<file path="config.mk">
export PLATFORM = sky130hd
export DESIGN_NAME = lcp_ctrl
export DESIGN_NICKNAME = d
export VERILOG_FILES = /design/src/hw/rtl/lcp_pkg.sv /design/src/hw/rtl/lcp_ctrl.sv
export SDC_FILE = /design/constraint.sdc
export NUM_CORES = 1
export LEC_CHECK = 0
export ABC_AREA = 1
export BUFFER_PORTS_ARGS = -buffer_cell sky130_fd_sc_hd__clkbuf_2
export CAP_MARGIN = 20
export CORE_ASPECT_RATIO = 1.75
export CORE_MARGIN = 2
export CORE_UTILIZATION = 40
export DETAILED_ROUTE_END_ITERATION = 6
export PLACE_DENSITY_LB_ADDON = 0.15
export REMOVE_ABC_BUFFERS = 1
export SLEW_MARGIN = 15
export SYNTH_ARGS = -nofsm -noshare
export SYNTH_HDL_FRONTEND = slang
export SYNTH_SLANG_ARGS = --single-unit
export TNS_END_PERCENT = 20
</file>
<file path="constraint.sdc">
create_clock -name clk -period 1.5 [get_ports clk]
set_input_delay 0.15 -clock clk [delete_from_list [all_inputs] [get_ports clk]]
set_output_delay 0.15 -clock clk [all_outputs]
set_load 0.02 [all_outputs]
</file>
<file path="src/hw/rtl/lcp_pkg.sv">
// Shared types and constants of the leveled compaction planner.
// Used by the controller, the datapath and the top level; depends on nothing.
`default_nettype none

package lcp_pkg;

  localparam int TIME_W      = 64;
  localparam int RANGE_W     = 63;
  localparam int CNT32_W     = 32;
  localparam int CFG_IDX_W   = 3;
  localparam int RANGE_REGS  = 6;
  localparam int MAX_RESULTS = 16;
  localparam int PICK_W      = 4;

  localparam logic [CFG_IDX_W-1:0] REG_RANGE_COUNT = 3'd0;
  localparam logic [CFG_IDX_W-1:0] REG_RANGE_FIRST = 3'd1;
  localparam logic [CFG_IDX_W-1:0] REG_RANGE_LAST  = 3'd6;

  localparam logic [2:0] RANGE_COUNT_RESET = 3'd3;
  localparam logic [RANGE_W-1:0] RANGE_RESET [RANGE_REGS] = '{
    63'd7200000, 63'd21600000, 63'd64800000,
    63'd194400000, 63'd583200000, 63'd1749600000
  };

  typedef enum logic [1:0] {
    RSN_NONE     = 2'd0,
    RSN_OVERLAP  = 2'd1,
    RSN_LEVELED  = 2'd2,
    RSN_TOMB     = 2'd3
  } lcp_reason_t;

  typedef struct packed {
    logic [TIME_W-1:0]  span_start;
    logic [TIME_W-1:0]  span_end;
    logic               failed_before;
    logic [CNT32_W-1:0] tombstone_count;
    logic [CNT32_W-1:0] series_count;
  } lcp_rec_t;

  typedef enum logic [4:0] {
    S_IDLE, S_RK_RDI, S_RK_LDI, S_RK_RDJ, S_RK_CMP, S_RK_WR,
    S_OV_RD0, S_OV_LD0, S_OV_RD, S_OV_EV,
    S_LV_INIT, S_LV_RDH, S_LV_LDH, S_LV_RANGE, S_LV_RD, S_LV_LD, S_LV_DIV,
    S_LV_FIRST, S_LV_GRD, S_LV_GEV, S_LV_CHK,
    S_TB_INIT, S_TB_RD, S_TB_EV, S_EM_INIT, S_EM_RD, S_EM_OUT, S_NONE_OUT
  } lcp_state_t;

  typedef enum logic [4:0] {
    OP_NOP, OP_LOAD, OP_RK_RDI, OP_RK_LDI, OP_RK_RDJ, OP_RK_CMP, OP_RK_WR,
    OP_OV_RD0, OP_OV_LD0, OP_OV_RD, OP_OV_EV,
    OP_LV_RDH, OP_LV_LDH, OP_LV_RANGE, OP_LV_RD, OP_LV_LD, OP_LV_DIV,
    OP_LV_FIRST, OP_LV_GRD, OP_LV_GEV, OP_LV_CHK,
    OP_TB_INIT, OP_TB_RD, OP_TB_EV, OP_EM_INIT, OP_EM_RD, OP_EM_OUT, OP_NONE_OUT
  } lcp_op_t;

  typedef struct packed {
    lcp_op_t op;
  } lcp_cmd_t;

  typedef struct packed {
    logic j_end;
    logic i_last;
    logic n_ge2;
    logic ov_hit;
    logic ov_found;
    logic lv_run;
    logic lv_last;
    logic div_done;
    logic exc;
    logic grp_ok;
    logic k_zero;
    logic tb_hit;
    logic em_last;
  } lcp_sts_t;

endpackage

`default_nettype wire

</file>
<file path="src/hw/rtl/lcp_ctrl.sv">
// Controller of the planner: sequences loading, ranking, the three rules and
// emission, and drives the datapath by command. Uses lcp_pkg.
`default_nettype none

module lcp_ctrl import lcp_pkg::*; (
  input  logic     clk,
  input  logic     rst_n,
  input  logic     start,
  input  logic     final_block,
  input  lcp_sts_t sts,
  output logic     busy,
  output lcp_cmd_t cmd
);

  lcp_state_t state_r, state_nxt;

  always_ff @(posedge clk) begin
    if (!rst_n) state_r <= S_IDLE;
    else        state_r <= state_nxt;
  end

  always_comb begin
    state_nxt = state_r;
    cmd.op    = OP_NOP;
    case (state_r)
      S_IDLE: begin
        if (start) begin
          cmd.op = OP_LOAD;
          if (final_block) state_nxt = S_RK_RDI;
        end
      end
      S_RK_RDI: begin
        cmd.op    = OP_RK_RDI;
        state_nxt = S_RK_LDI;
      end
      S_RK_LDI: begin
        cmd.op    = OP_RK_LDI;
        state_nxt = S_RK_RDJ;
      end
      S_RK_RDJ: begin
        cmd.op    = OP_RK_RDJ;
        state_nxt = S_RK_CMP;
      end
      S_RK_CMP: begin
        cmd.op    = OP_RK_CMP;
        state_nxt = sts.j_end ? S_RK_WR : S_RK_RDJ;
      end
      S_RK_WR: begin
        cmd.op = OP_RK_WR;
        if (!sts.i_last)   state_nxt = S_RK_RDI;
        else if (sts.n_ge2) state_nxt = S_OV_RD0;
        else               state_nxt = S_LV_INIT;
      end
      S_OV_RD0: begin
        cmd.op    = OP_OV_RD0;
        state_nxt = S_OV_LD0;
      end
      S_OV_LD0: begin
        cmd.op    = OP_OV_LD0;
        state_nxt = S_OV_RD;
      end
      S_OV_RD: begin
        cmd.op    = OP_OV_RD;
        state_nxt = S_OV_EV;
      end
      S_OV_EV: begin
        cmd.op = OP_OV_EV;
        // The first overlapping run ends at the first block that does not overlap.
        if (!sts.ov_hit && sts.ov_found) state_nxt = S_EM_INIT;
        else if (sts.i_last) state_nxt = (sts.ov_hit || sts.ov_found) ? S_EM_INIT : S_LV_INIT;
        else state_nxt = S_OV_RD;
      end
      S_LV_INIT: state_nxt = sts.lv_run ? S_LV_RDH : S_TB_INIT;
      S_LV_RDH: begin
        cmd.op    = OP_LV_RDH;
        state_nxt = S_LV_LDH;
      end
      S_LV_LDH: begin
        cmd.op    = OP_LV_LDH;
        state_nxt = S_LV_RANGE;
      end
      S_LV_RANGE: begin
        cmd.op    = OP_LV_RANGE;
        state_nxt = S_LV_RD;
      end
      S_LV_RD: begin
        cmd.op = OP_LV_RD;
        if (sts.i_last) state_nxt = sts.lv_last ? S_TB_INIT : S_LV_RANGE;
        else            state_nxt = S_LV_LD;
      end
      S_LV_LD: begin
        cmd.op    = OP_LV_LD;
        state_nxt = S_LV_DIV;
      end
      S_LV_DIV: begin
        cmd.op = OP_LV_DIV;
        if (sts.div_done) state_nxt = S_LV_FIRST;
      end
      S_LV_FIRST: begin
        cmd.op    = OP_LV_FIRST;
        state_nxt = sts.exc ? S_LV_RD : S_LV_GRD;
      end
      S_LV_GRD: begin
        cmd.op    = OP_LV_GRD;
        state_nxt = sts.i_last ? S_LV_CHK : S_LV_GEV;
      end
      S_LV_GEV: begin
        cmd.op    = OP_LV_GEV;
        state_nxt = sts.exc ? S_LV_CHK : S_LV_GRD;
      end
      S_LV_CHK: begin
        cmd.op    = sts.grp_ok ? OP_LV_CHK : OP_NOP;
        state_nxt = sts.grp_ok ? S_EM_INIT : S_LV_RD;
      end
      S_TB_INIT: begin
        cmd.op    = OP_TB_INIT;
        state_nxt = S_TB_RD;
      end
      S_TB_RD: begin
        cmd.op    = OP_TB_RD;
        state_nxt = sts.k_zero ? S_NONE_OUT : S_TB_EV;
      end
      S_TB_EV: begin
        // The span test reads its operands under this command, so it is always issued.
        cmd.op = OP_TB_EV;
        if (!sts.exc) state_nxt = S_NONE_OUT;
        else          state_nxt = sts.tb_hit ? S_EM_INIT : S_TB_RD;
      end
      S_EM_INIT: begin
        cmd.op    = OP_EM_INIT;
        state_nxt = S_EM_RD;
      end
      S_EM_RD: begin
        cmd.op    = OP_EM_RD;
        state_nxt = S_EM_OUT;
      end
      S_EM_OUT: begin
        cmd.op    = OP_EM_OUT;
        state_nxt = sts.em_last ? S_IDLE : S_EM_RD;
      end
      S_NONE_OUT: begin
        cmd.op    = OP_NONE_OUT;
        state_nxt = S_IDLE;
      end
      default: state_nxt = S_IDLE;
    endcase
  end

  assign busy = (state_r != S_IDLE);

  a_load_idle: assert property (@(posedge clk) disable iff (!rst_n)
    cmd.op == OP_LOAD |-> !busy) else $error("descriptor loaded while planning");

endmodule

`default_nettype wire

</file>
==> results of run 1 <==
cell usage after synthesis:
library cell,number,area (µm²)
o21ai_0,2,10.0
nand2_1,66,248
nor2_4,3,33.8
a21oi_1,3,15.0
nand3_1,25,125
buf_4,1,7.51
dfxtp_1,5,100
nor3b_1,1,7.51
o211ai_1,1,7.51
or2_2,1,6.26
nor4_1,1,6.26
nand4_1,7,43.8
inv_1,23,86.3
nand3b_1,1,7.51
nor2_1,42,158
o21ai_1,2,10.0
inv_2,3,11.3
o2111ai_1,1,8.76
nor3_1,7,35.0
nand2_2,2,12.5
nor2_2,3,18.8
buf_2,2,10.0
repair_timing:
action                                  in CTS  in global routing
buffers inserted                             3                  3
endpoints found under the setup margin       9                 10
gates resized for setup                     36                 22
pin swaps                                    6                  4
cell families (layout without fill, tap and decap cells):
logic type	Yosys count	count (layout)
buf+inv	29	87
compound gates	9	9
flops	5	5
simple gates	159	159
critical path: stages (launching register included):
cell and delay [ns]:
dfxtp_4 0.40, nand2_1 0.11, nor2_2 0.19, nand2_1 0.12, nand2_1 0.10, nor3b_1 0.05, nand3_1 0.09, clkbuf_8 0.14
metrics by stage:
stage / instances / utilization, %
finish: 285 / 67.4
global route: 285 / 67.4
CTS: 282 / 64.0
detailed placement: 275 / 56.9
global placement: 275 / 56.9
floorplan: 199 / -
per-layer routing:
metal,vias up,track usage [%],wire (µm)
met1,694,34.3,1450
met4,0,13.6,218
li1,762,-,-
met3,18,5.47,195
met2,70,51.2,2100
met5,-,0,0
final timing paths:
| path | start | end | cells past startpoint |
|---|---|---|---|
| worst min-delay path | rst_n | state_r[2] | 3 |
| worst min register to register | state_r[3] | state_r[0] | 4 |
| worst max register to register | state_r[3] | state_r[1] | 10 |
| worst max-delay path | state_r[0] | cmd[0] | 7 |
layout by cell type (no fill, tap or decap):
cell type / Yosys / layout
nand3_1: 25 / 23
nand2_4: 0 / 1
o21ai_2: 0 / 1
o211ai_1: 1 / 1
buf_6: 0 / 1
nand2_2: 2 / 10
o2111ai_1: 1 / 1
inv_4: 0 / 2
buf_4: 1 / 37
nor3b_1: 1 / 1
nand2_1: 66 / 57
o21ai_1: 2 / 2
inv_1: 23 / 18
nor2_1: 42 / 33
nor3_2: 0 / 4
dfxtp_4: 0 / 5
nor2_4: 3 / 7
o21ai_0: 2 / 1
clkbuf_1: 0 / 1
nor2_2: 3 / 8
nand3_2: 0 / 2
or2_2: 1 / 1
inv_2: 3 / 6
nor3_1: 7 / 3
clkbuf_2: 0 / 18
a21oi_2: 0 / 1
nor4_1: 1 / 1
nand3b_1: 1 / 1
a21oi_1: 3 / 2
nand4_1: 7 / 7
clkbuf_8: 0 / 4
layout make-up:
cell class / count / area, µm²
tap: 25 / 31.3
clock buffer: 4 / 45.0
sequential: 5 / 119
multi-input combinational: 168 / 861
timing repair buffer: 57 / 393
fill: 233 / 751
inverter: 26 / 103
report_power, final:
group          internal, W  switching, W  total [W]
clock network     0.000182     0.0000641   0.000246
logic             0.000495      0.000723    0.00122
registers         0.000174     0.0000752   0.000249
total             0.000851      0.000862    0.00171
==> impl_metrics.py, run 1 <==
metrics = {
    "sta": {
        "tns_ns": -0.276,
        "rsz0062_at_grt": "true",
        "finalHoldViolCount": 0,
        "layout_min_cycle_time_ns": 1.59,
        "setup_viol": 4,
        "slew_headroom_pct": 82.6,
        "holdWs_ns": 0.221,
        "setup_slack_ns": -0.0871,
        "worst-slew-pin-transition_ns": 0.260,
        "max_freq_ghz": 0.630,
        "drv_slew": 0,
        "fin_skew_ns": 0.00168,
        "fin_crit_sh_pct": 106,
    },
    "cells_and_area": {
        "antenna_cells": 0,
        "nets": 278,
        "top_register": "state_r",
        "drive_above_1_share_pct": 41.5,
        "design_area_mm2": 0.00155,
        "syn_to_final_growth_pct": 60.2,
        "largest_reg_flops": 5,
        "top_regs": "state_r: 5 flops",
    },
    "placed_design": {
        "pre_cts_ws_ns": -0.0858,
        "place_area_mm2": 0.00131,
        "place.detailed.hpwl_mm": 3.23,
        "place.gp.congestion": 1.05,
        "portBuffers": 22,
    },
    "yosys": {
        "synthSimpleGateAreaFrac_pct": 72.5,
        "synth-seq-area-share_pct": 10.3,
        "synth_xor_area_share_pct": 0,
        "muxShareOfSynthArea_pct": 0,
        "avgSynthCellArea_um2": 4.79,
        "ys_seq_elements": 5,
        "synth_cells": 202,
        "synth-compound-area-share_pct": 5.30,
        "synth_area_um2": 968,
        "synthAdderAreaFrac_pct": 0,
        "yosysUniqueCellTypes": 22,
        "ys_warn_count": 0,
        "synth_top_family_by_area": "simple AND/OR/NAND/NOR gates",
    },
    "worst_setup_path": {
        "cp.arrival_ns": 1.44,
        "cp_max_fo": 7,
        "cp.required_ns": 1.35,
        "cp-start-kind": "register",
        "rrSetupSlack_ns": 0.07,
        "worst_setup_path_end_kind": "output pin",
        "crit_type": "register to output pin",
    },
    "clocking": {
        "insertion_delay_ns": 0.22,
        "clk_path_buf_depth": 2,
        "cts_made_buffers": 3,
        "htreeDepth": 1,
        "cts_tree": "done",
        "cts_hold_buf": 0,
        "clock-root-buffer": "clkbuf_8",
        "cts_sinks": 5,
        "path_clk_slew_ns": 0.03,
    },
    "hold_path": {
        "hold_class": "primary input to register",
    },
    "drt": {
        "wirelength_mm": 3.97,
        "wl_per_cell_um": 13.9,
        "drc": 0,
        "vias": 1544,
        "first_iter_violations": 64,
        "postRouteAntennaNets": 0,
        "vias_per_cell": 5.42,
        "drt_first_pass_iters": 4,
    },
    "pwr": {
        "leakagePower_nw": 0.893,
        "p_total_w": 0.00171,
        "p_per_area_mw_per_mm2": 1100,
        "peakVddDrop_v": 0.000854,
    },
    "grt": {
        "grt_util_all_layers_pct": 30.6,
        "first_global_vias": 1404,
        "grt_pass1_wl_mm": 6.12,
        "grt_max_degree": 9,
        "antenna_found_initial": 0,
        "grt_overflow": 0,
    },
    "run": {
        "drv_cap": 0,
    },
    "floorplan": {
        "rows": 23,
        "die-area_mm2": 0.00285,
        "io_pins": 23,
        "fp.dieW_um": 41.2,
        "core_area_mm2": 0.00230,
        "start_util_pct": 42.1,
        "die_y_um": 69.1,
    },
    "run_status": {
        "status": "finished with violations",
        "violations": "setup timing",
    },
}
Power figures use the tool's default switching activity.
==> inputs of run 2 (changes only) <==
==> constraint.sdc (replaced) <==
create_clock -name clk -period 1.5 [get_ports clk]
set_input_delay 0.225 -clock clk [delete_from_list [all_inputs] [get_ports clk]]
set_output_delay 0.225 -clock clk [all_outputs]
set_load 0.02 [all_outputs]
==> run 2 against run 1 <==
The flow still finishes with violations (setup timing). Sequential power grew 8.4%. Sequential share of layout area shrank 1.1 points. Setup slack lost 0.098 ns. Clock power is essentially flat. Highest routed layer unchanged.
==> impl_metrics.py, run 2 (synthesized netlist as in run 1, its figures left out) <==
metrics = {
    "cells_and_area": {
        "top_register": "state_r",
        "n_fill_cell": 194,
        "largest_reg_flops": 5,
        "drive_above_1_share_pct": 47.9,
        "final_common_cell": "nand2_1",
        "layout_common_cells": "nand2_1, buf_4, nor2_1, nand3_1, inv_1",
        "utilization_pct": 77.0,
        "nets": 298,
        "antenna_cells": 0,
        "top_regs": "state_r: 5 flops",
        "syn_to_final_growth_pct": 82.9,
        "design_area_mm2": 0.00177,
    },
    "sta": {
        "setup_viol": 8,
        "rsz0062_at_grt": "true",
        "fin_crit_sh_pct": 112,
        "max_freq_ghz": 0.594,
        "drv_slew": 0,
        "fin_skew_ns": 0.000443,
        "setup_slack_ns": -0.185,
        "layout_min_cycle_time_ns": 1.68,
        "holdWs_ns": 0.286,
        "slew_headroom_pct": 83.9,
        "worst-slew-pin-transition_ns": 0.240,
        "finalHoldViolCount": 0,
    },
    "placed_design": {
        "place.detailed.hpwl_mm": 3.35,
        "place_area_mm2": 0.00139,
        "pre_cts_ws_ns": -0.121,
        "place.gp.congestion": 0.962,
        "portBuffers": 22,
    },
    "floorplan": {
        "core_area_mm2": 0.00230,
        "rows": 23,
        "fp.dieW_um": 41.2,
        "io_pins": 23,
        "die-area_mm2": 0.00285,
        "start_util_pct": 42.1,
        "die_y_um": 69.1,
    },
    "run_status": {
        "status": "finished with violations",
        "violations": "setup timing",
    },
    "drt": {
        "postRouteAntennaNets": 0,
        "drc": 0,
        "vias_per_cell": 5.49,
        "vias": 1675,
        "first_iter_violations": 75,
        "wl_per_cell_um": 15.1,
        "wirelength_mm": 4.60,
        "drt_first_pass_iters": 4,
    },
    "grt": {
        "grt_overflow": 0,
        "grt_util_all_layers_pct": 34.8,
        "grt_pass1_wl_mm": 6.99,
        "grt_max_degree": 8,
        "antenna_found_initial": 0,
        "first_global_vias": 1579,
    },
    "worst_setup_path": {
        "cp.arrival_ns": 1.83,
        "worst_setup_path_end_kind": "register",
        "cp_max_fo": 7,
        "cp-start-kind": "register",
        "rrSetupSlack_ns": -0.18,
        "cp.required_ns": 1.65,
        "crit_type": "register to register",
    },
    "clocking": {
        "insertion_delay_ns": 0.22,
        "path_clk_slew_ns": 0.03,
        "clk_path_buf_depth": 2,
        "clock-root-buffer": "clkbuf_8",
        "cts_tree": "done",
        "cts_hold_buf": 0,
        "cts_made_buffers": 3,
        "htreeDepth": 1,
        "cts_sinks": 5,
    },
    "hold_path": {
        "hold_class": "primary input to register",
    },
    "pwr": {
        "switchingPower_w": 0.000946,
        "seq_power_share_pct": 13.9,
        "peakVddDrop_v": 0.000730,
        "p_per_area_mw_per_mm2": 1100,
        "p_total_w": 0.00195,
        "clockPowerShare_pct": 12.6,
        "combPwrFrac_pct": 73.5,
        "leakagePower_nw": 1.00,
        "intPower_w": 0.00100,
        "swShare_pct": 48.6,
    },
    "run": {
        "drv_cap": 0,
    },
}
[run 2: worst paths after layout]
check,startpoint,to,cells past startpoint
max,state_r[0],state_r[1],12
min,rst_n,state_r[0],3
max reg2reg,state_r[0],state_r[1],12
min reg2reg,state_r[3],state_r[0],4
[run 2: worst max-delay path, cell delays in order, from the launching register on]
cell	delay [ns]
dfxtp_4	0.42
nand2_1	0.14
nor2_4	0.14
nand2_1	0.09
buf_4	0.15
buf_4	0.12
buf_4	0.12
buf_4	0.12
nand2_1	0.05
nand2_1	0.04
nand3_1	0.08
nor2_1	0.06
nor2_1	0.08
[run 2: what timing repair did]
action	4_1_cts	5_1_grt
setup endpoints to repair	9	10
resized for setup	51	23
pin swaps	14	12
buffers inserted	12	3
[run 2: area by class of cell]
class	count	area [µm²]	area share [%]
Tap cell	25	31.3	1.77
Multi-Input combinational cell	168	897	50.6
Sequential cell	5	116	6.57
Clock buffer	4	45.0	2.54
Timing Repair Buffer	77	577	32.6
Inverter	26	105	5.93
[run 2: power by group through the flow]
stage | registers, W | logic (W) | clock network [W]
after global routing | 0.000272 | 0.00152 | 0.000264
after floorplan | 0.000220 | 0.000555 | 0
after detailed placement | 0.000224 | 0.00104 | 0
after global placement | 0.000223 | 0.00104 | 0
after CTS | 0.000250 | 0.00128 | 0.000250
final | 0.000270 | 0.00143 | 0.000245
[run 2: through the flow]
step	std cells	setup TNS [ns]
after detailed placement	286	-0.434
after CTS	302	-0.710
after global placement	286	-0.434
final	305	-1.04
after floorplan	199	-0.519
after global routing	305	-1.60
[run 2: per-layer routing]
metal  global-route usage (%)  vias up  routed length, µm
li1                         -      812                  -
met1                     38.5      750               1610
met2                     54.3       79               2280
met3                     8.04       34                316
met4                     22.6        0                403
met5                        0        -                  0
